$ cat src/rtl/wavetable_oscillator_interp_macros.svh
// ----------------------------------------------------------------------------
// Wavetable oscillator assertion macros
// Shared concurrent assertion forms, clocked and disabled in reset.
// ----------------------------------------------------------------------------
`ifndef WAVETABLE_OSCILLATOR_INTERP_MACROS_SVH
`define WAVETABLE_OSCILLATOR_INTERP_MACROS_SVH

// Same-cycle implication
`define WTO_ASSERT_IMPL(lbl, clk, rstn, ante, cons, msg) \
  lbl: assert property (@(posedge clk) disable iff (!rstn) (ante) |-> (cons)) \
    else $error(msg);

// Next-cycle implication
`define WTO_ASSERT_NEXT(lbl, clk, rstn, ante, cons, msg) \
  lbl: assert property (@(posedge clk) disable iff (!rstn) (ante) |=> (cons)) \
    else $error(msg);

`endif

$ cat src/rtl/wto_pkg.sv
// ----------------------------------------------------------------------------
// Wavetable oscillator package
// Shared constants, opcodes, register indexes and controller commands.
// ----------------------------------------------------------------------------
package wto_pkg;

  // Default sizing
  localparam int TABLE_DEPTH_DEF = 1024;
  localparam int SAMPLE_BITS_DEF = 16;
  localparam int ADDR_W_DEF      = 10;

  // Fixed field widths
  localparam int OPCODE_W   = 2;
  localparam int PHASE_W    = 32;
  localparam int GAIN_W     = 16;
  localparam int FRAC_W     = 16;
  localparam int TLEN_W     = 11;
  localparam int CFG_IDX_W  = 1;
  localparam int CFG_DATA_W = 32;

  // Table length after reset
  localparam int TABLE_LEN_RST = 1024;

  // Register indexes
  localparam logic [CFG_IDX_W-1:0] REG_PHASE_INC = 1'd0;
  localparam logic [CFG_IDX_W-1:0] REG_TABLE_LEN = 1'd1;

  // Opcodes
  typedef enum logic [OPCODE_W-1:0] {
    OP_SAMPLE = 2'd0,
    OP_WRITE  = 2'd1,
    OP_PHASE  = 2'd2
  } op_e;

  // Controller to datapath commands
  typedef struct packed {
    logic tbl_wr;
    logic phase_set;
    logic start;
    logic mul_en;
    logic read_en;
    logic interp_en;
    logic gain_en;
    logic out_load;
  } cmd_t;

endpackage

$ cat src/rtl/wto_ctrl.sv
// ----------------------------------------------------------------------------
// Wavetable oscillator controller
// One-hot sequencer for the sample path and output word handshake.
// ----------------------------------------------------------------------------
`include "wavetable_oscillator_interp_macros.svh"

module wto_ctrl (
  input  logic                          clk_i,
  input  logic                          rst_ni,
  input  logic                          in_valid_i,
  input  logic [wto_pkg::OPCODE_W-1:0]  opcode_i,
  output logic                          in_ready_o,
  input  logic                          out_ready_i,
  output logic                          out_valid_o,
  output wto_pkg::cmd_t                 cmd_o
);
  import wto_pkg::*;

  typedef enum logic [5:0] {
    ST_IDLE   = 6'b000001,
    ST_MUL    = 6'b000010,
    ST_READ   = 6'b000100,
    ST_INTERP = 6'b001000,
    ST_GAIN   = 6'b010000,
    ST_OUT    = 6'b100000
  } state_e;

  state_e state_q, state_d;
  logic   out_valid_q, out_valid_d;
  logic   accept;
  logic   out_free;

  assign in_ready_o  = (state_q == ST_IDLE);
  assign accept      = in_valid_i && in_ready_o;
  assign out_free    = !out_valid_q || out_ready_i;
  assign out_valid_o = out_valid_q;

  // Next state and commands
  always_comb begin
    state_d = state_q;
    cmd_o   = '0;
    case (state_q)
      ST_IDLE: begin
        if (accept) begin
          case (op_e'(opcode_i))
            OP_SAMPLE: begin
              cmd_o.start = 1'b1;
              state_d     = ST_MUL;
            end
            OP_WRITE: cmd_o.tbl_wr    = 1'b1;
            OP_PHASE: cmd_o.phase_set = 1'b1;
            default: ;
          endcase
        end
      end
      ST_MUL: begin
        cmd_o.mul_en = 1'b1;
        state_d      = ST_READ;
      end
      ST_READ: begin
        cmd_o.read_en = 1'b1;
        state_d       = ST_INTERP;
      end
      ST_INTERP: begin
        cmd_o.interp_en = 1'b1;
        state_d         = ST_GAIN;
      end
      ST_GAIN: begin
        cmd_o.gain_en = 1'b1;
        state_d       = ST_OUT;
      end
      ST_OUT: begin
        // hold here until the output register is free
        if (out_free) begin
          cmd_o.out_load = 1'b1;
          state_d        = ST_IDLE;
        end
      end
      default: state_d = ST_IDLE;
    endcase
  end

  // Output word valid
  always_comb begin
    out_valid_d = out_valid_q;
    if (cmd_o.out_load) begin
      out_valid_d = 1'b1;
    end else if (out_ready_i) begin
      out_valid_d = 1'b0;
    end
  end

  always_ff @(posedge clk_i or negedge rst_ni) begin
    if (!rst_ni) begin
      state_q     <= ST_IDLE;
      out_valid_q <= 1'b0;
    end else begin
      state_q     <= state_d;
      out_valid_q <= out_valid_d;
    end
  end

  `WTO_ASSERT_NEXT(a_start_mul, clk_i, rst_ni, cmd_o.start, state_q == ST_MUL, "sample did not enter multiply")
  `WTO_ASSERT_NEXT(a_stall_hold, clk_i, rst_ni, (state_q == ST_OUT) && !out_free, state_q == ST_OUT, "result lost under stall")
  `WTO_ASSERT_IMPL(a_rose_out, clk_i, rst_ni, $rose(out_valid_q), $past(state_q) == ST_OUT, "output valid without a finished sample")
  `WTO_ASSERT_IMPL(a_read_order, clk_i, rst_ni, cmd_o.read_en, $past(cmd_o.mul_en), "table read before position product")

endmodule

$ cat config.mk
export PLATFORM = sky130hd
export DESIGN_NAME = wto_ctrl
export DESIGN_NICKNAME = d
export VERILOG_FILES = /design/src/rtl/wto_pkg.sv /design/src/rtl/wto_ctrl.sv
export VERILOG_INCLUDE_DIRS = /design/src /design/src/rtl
export SDC_FILE = /design/constraint.sdc
export NUM_CORES = 1
export LEC_CHECK = 0
export ABC_AREA = 0
export BUFFER_PORTS_ARGS = -buffer_cell sky130_fd_sc_hd__buf_4
export CAP_MARGIN = 20
export CORE_AREA = 3 3 40 42
export DETAILED_ROUTE_END_ITERATION = 7
export DIE_AREA = 0 0 43 45
export PLACE_DENSITY_LB_ADDON = 0.25
export SYNTH_ARGS = -nofsm -noshare
export SYNTH_HDL_FRONTEND = slang
export SYNTH_SLANG_ARGS = --single-unit
export TNS_END_PERCENT = 20
$ cat constraint.sdc
create_clock -name clk_i -period 1.46 [get_ports clk_i]
set_input_delay 0.219 -clock clk_i [delete_from_list [all_inputs] [get_ports clk_i]]
set_output_delay 0.219 -clock clk_i [all_outputs]
set_load 0.05 [all_outputs]
==> flow_metrics.tcl <==
set metrics [dict create \
    drt_iter0_drc 2 \
    vdd.ir_drop.worst_v 0.000860 \
    worst-path-buf-inv 2 \
    antenna_cells 0 \
    detailed_place_hpwl_um 880 \
    synth_top_family_by_area "simple AND/OR/NAND/NOR gates" \
    r2r_start "state_q[0]$_DFFE_PN1P_" \
    die-height_um 45 \
    floorplan.die_area_mm2 0.00194 \
    critPathSlowestCell "sky130_fd_sc_hd__dfstp_2" \
    top_delay_family_on_crit_path "flip-flops" \
    netlist_top_cells_count "sky130_fd_sc_hd__nor2_1, sky130_fd_sc_hd__dfrtp_1, sky130_fd_sc_hd__nand2_1, sky130_fd_sc_hd__nor3b_1" \
    ys_seq_area_frac 0.421 \
    p_per_area_mw_per_mm2 1250 \
    grt_first_pass_wirelength_mm 1.93 \
    grt_antenna_before_repair 0 \
    finalWorstPathRequiredPeriod_ps 1720 \
    yosys_register_bits 7 \
    tightest_slew_ps 287 \
    place_ws_ps -17.1 \
    fin_cells 95 \
    grt_max_degree 8 \
    wl_mm 1.27 \
    cp-start-kind "flop" \
    clock_skew_ps 5.77 \
    ff2ff_path_depth 4 \
    area_fraction_in_compound_gates_after_synthesis 0.101 \
    clk_transition_reported_paths_ps 50 \
    globalRouteTotalUtil 0.139 \
    post_synth_fa_ha_maj_area_fraction 0 \
    clock_tree.root_cell "sky130_fd_sc_hd__clkbuf_4" \
    firstDrtPassIters 5 \
    setup.worst_path.end_class "output pin" \
    multi_input_area_um2 297 \
    relSlewSlack 0.807 \
    worstSetupPathType "flop to output pin" \
    h-tree-depth 1 \
    vias_per_cell 4.86 \
    fp.dieW_um 43 \
    register_area_um2 176 \
    setup_violators_final 9 \
    floorplan.rows 13 \
    drv_slew 0 \
    min_path_cells 2 \
    crit_path_max_incr_delay_ps 600 \
    yosysUniqueCellTypes 20 \
    syn_nets 55 \
    initial_core_util 0.326 \
    yosys_warnings 0 \
    post-synth-top-count-cell "sky130_fd_sc_hd__nor2_1" \
    gp_routability_congestion 0.826 \
    timing.critical_path.cells "nand4b_4, clkinvlp_4, and4_4, buf_8" \
    capturing_point_of_the_worst_reg2reg_path "state_q[0]$_DFFE_PN1P_" \
    clkLatencyLatePin_ps 250 \
    synth.area.mux_share 0 \
    cts-buffers-inserted 3 \
    syn_area_per_cell_um2 8.55 \
    grt_setup_unrepaired "yes" \
    setup.reg_to_reg.worst_slack_ps 100 \
    layout_worst_path_cycle_share 1.18 \
    vias 462 \
    crit_fanout 4 \
    nets 87 \
    setup_slack_ps -256 \
    max_cap_violations 0 \
    final_antenna_net_count 0 \
    violations_in_the_final_reports "setup timing" \
    cp_data_arrival_time_ps 1500 \
    syn_to_final_growth_pct 87.8 \
    p_leak_uw 0.000368 \
    worst_hold_path_type "input pin to flop" \
    netlist.top_cell.by_area "sky130_fd_sc_hd__dfrtp_1" \
    buffer_ports.inserted 15 \
    count_of_flip_flops_with_a_built_in_enable_after_synthesis 0 \
    hold_path.startpoint "opcode_i[1]" \
    drc 0 \
    drt-wirelength-per-cell_um 13.4 \
    layout-drive-gt1-share 0.563 \
    tritoncts "done" \
    synthesis.area_um2 419 \
    clock.fmax_mhz 583 \
    clock_sink_count 7 \
    dominantRegCellSynth "sky130_fd_sc_hd__dfrtp_1" \
    holdWs_ps 178 \
    hold_critical_path_endpoint "state_q[1]$_DFFE_PN0P_" \
    vias_in_the_first_global_route 436 \
    layout_fillers 110 \
    synth_simple_gate_area_share 0.403 \
    synth.top_cell.area_share 0.358 \
    floorplan.core_area_mm2 0.00128 \
    final_core_utilization 0.612 \
    synthArstFlopShare 1.00 \
    finalHoldViolCount 0 \
    status "finished, violations left" \
    synth_xor_area_frac 0.0209 \
    cts.path.max_buffers 2 \
    worst_path_required_ps 1240 \
    grt_overflow_total 0 \
    synthTopCellsByArea "sky130_fd_sc_hd__dfrtp_1, sky130_fd_sc_hd__nor2_1, sky130_fd_sc_hd__nor3b_1" \
    numPlacedInstances 87 \
    synth_cells 49 \
    ioPinCount 16 \
]
[layout by cell type, fill, tap and decap left out]
cell,n
sky130_fd_sc_hd__and4_4,1
sky130_fd_sc_hd__dlygate4sd3_1,1
sky130_fd_sc_hd__dfrtp_1,6
sky130_fd_sc_hd__xor2_1,1
sky130_fd_sc_hd__o31ai_1,1
sky130_fd_sc_hd__nor3b_2,2
sky130_fd_sc_hd__nor3_1,1
sky130_fd_sc_hd__nor4_2,2
sky130_fd_sc_hd__nor2_2,2
sky130_fd_sc_hd__a21oi_1,1
sky130_fd_sc_hd__nor2b_1,2
sky130_fd_sc_hd__nand4b_4,1
sky130_fd_sc_hd__or2b_1,1
sky130_fd_sc_hd__nor3_4,2
sky130_fd_sc_hd__buf_8,2
sky130_fd_sc_hd__buf_6,6
sky130_fd_sc_hd__o221ai_1,1
sky130_fd_sc_hd__a31oi_1,1
sky130_fd_sc_hd__buf_4,20
sky130_fd_sc_hd__nor3b_1,2
sky130_fd_sc_hd__o21ai_0,3
sky130_fd_sc_hd__nand2b_1,3
sky130_fd_sc_hd__nor2_4,2
sky130_fd_sc_hd__dfstp_2,1
sky130_fd_sc_hd__clkbuf_4,3
sky130_fd_sc_hd__inv_1,1
sky130_fd_sc_hd__nor2_1,4
sky130_fd_sc_hd__clkbuf_1,1
sky130_fd_sc_hd__clkinvlp_4,1
sky130_fd_sc_hd__nand2_1,5
[final cells by class]
| cell class | count | area share |
|---|---|---|
| repair buffers | 29 | 0.328 |
| well taps | 15 | 0.0238 |
| flip-flops and latches | 7 | 0.224 |
| multi-input cells | 38 | 0.377 |
| inverters | 2 | 0.0143 |
| clock buffers | 4 | 0.0334 |
[sequential cells by signal (all words and copies together) (netlist names)]
register     flops
state_q          6
out_valid_o      1
[worst max path at each step]
stage                      startpoint        to  cells after the start
6_report       state_q[0]$_DFFE_PN1P_  cmd_o[7]                      4
5_1_grt        state_q[0]$_DFFE_PN1P_  cmd_o[7]                      4
4_1_cts        state_q[0]$_DFFE_PN1P_  cmd_o[7]                      4
3_5_place_dp   state_q[4]$_DFFE_PN0P_  cmd_o[7]                      5
3_3_place_gp   state_q[0]$_DFFE_PN1P_  cmd_o[7]                      4
2_1_floorplan  state_q[0]$_DFFE_PN1P_  cmd_o[7]                      3
[power by group]
part / leakage [uW] / total [uW] / internal (uW) / switching [uW]
registers: 0.0000940 / 257 / 222 / 34.5
logic: 0.000259 / 550 / 262 / 289
clock network: 0.0000150 / 177 / 104 / 72.2
[logic make-up after synthesis]
logic type      after synthesis
buf+inv                       4
xor+xnor                      1
flops                         7
simple gates                 30
compound gates                7
[metrics by stage]
stage	setup TNS, ps	area (um2)	total power [uW]
2_1_floorplan	-405	474	524
3_3_place_gp	0	666	692
3_5_place_dp	-17.1	666	698
4_1_cts	-1520	761	940
5_1_grt	-2360	787	1050
6_report	-1570	787	984
[repair_timing]
item | 4_1_cts | 5_1_grt
endpoints found under the setup margin | 9 | 10
gates cloned | 0 | 0
resized for setup | 11 | 4
buffers inserted | 2 | 1
pin swaps | 2 | 3
hold buffers | 1 | 0
endpoints found under the hold margin | 7 | 0
[metal layers]
metal | track usage | vias to the layer above | part of all wire
met1 | 0.175 | 218 | 0.43
met2 | 0.219 | 12 | 0.50
met5 | 0 | - | 0
met3 | 0.0797 | 2 | 0.061
met4 | 0.0120 | 0 | 0.0094
li1 | - | 230 | -
[worst register-to-register path, cell delays in order (launching register included)]
cell,delay [ps]
sky130_fd_sc_hd__dfstp_2,600
sky130_fd_sc_hd__nand4b_4,190
sky130_fd_sc_hd__buf_4,190
sky130_fd_sc_hd__buf_4,120
sky130_fd_sc_hd__o221ai_1,180
(Power assumes the default switching activity.)
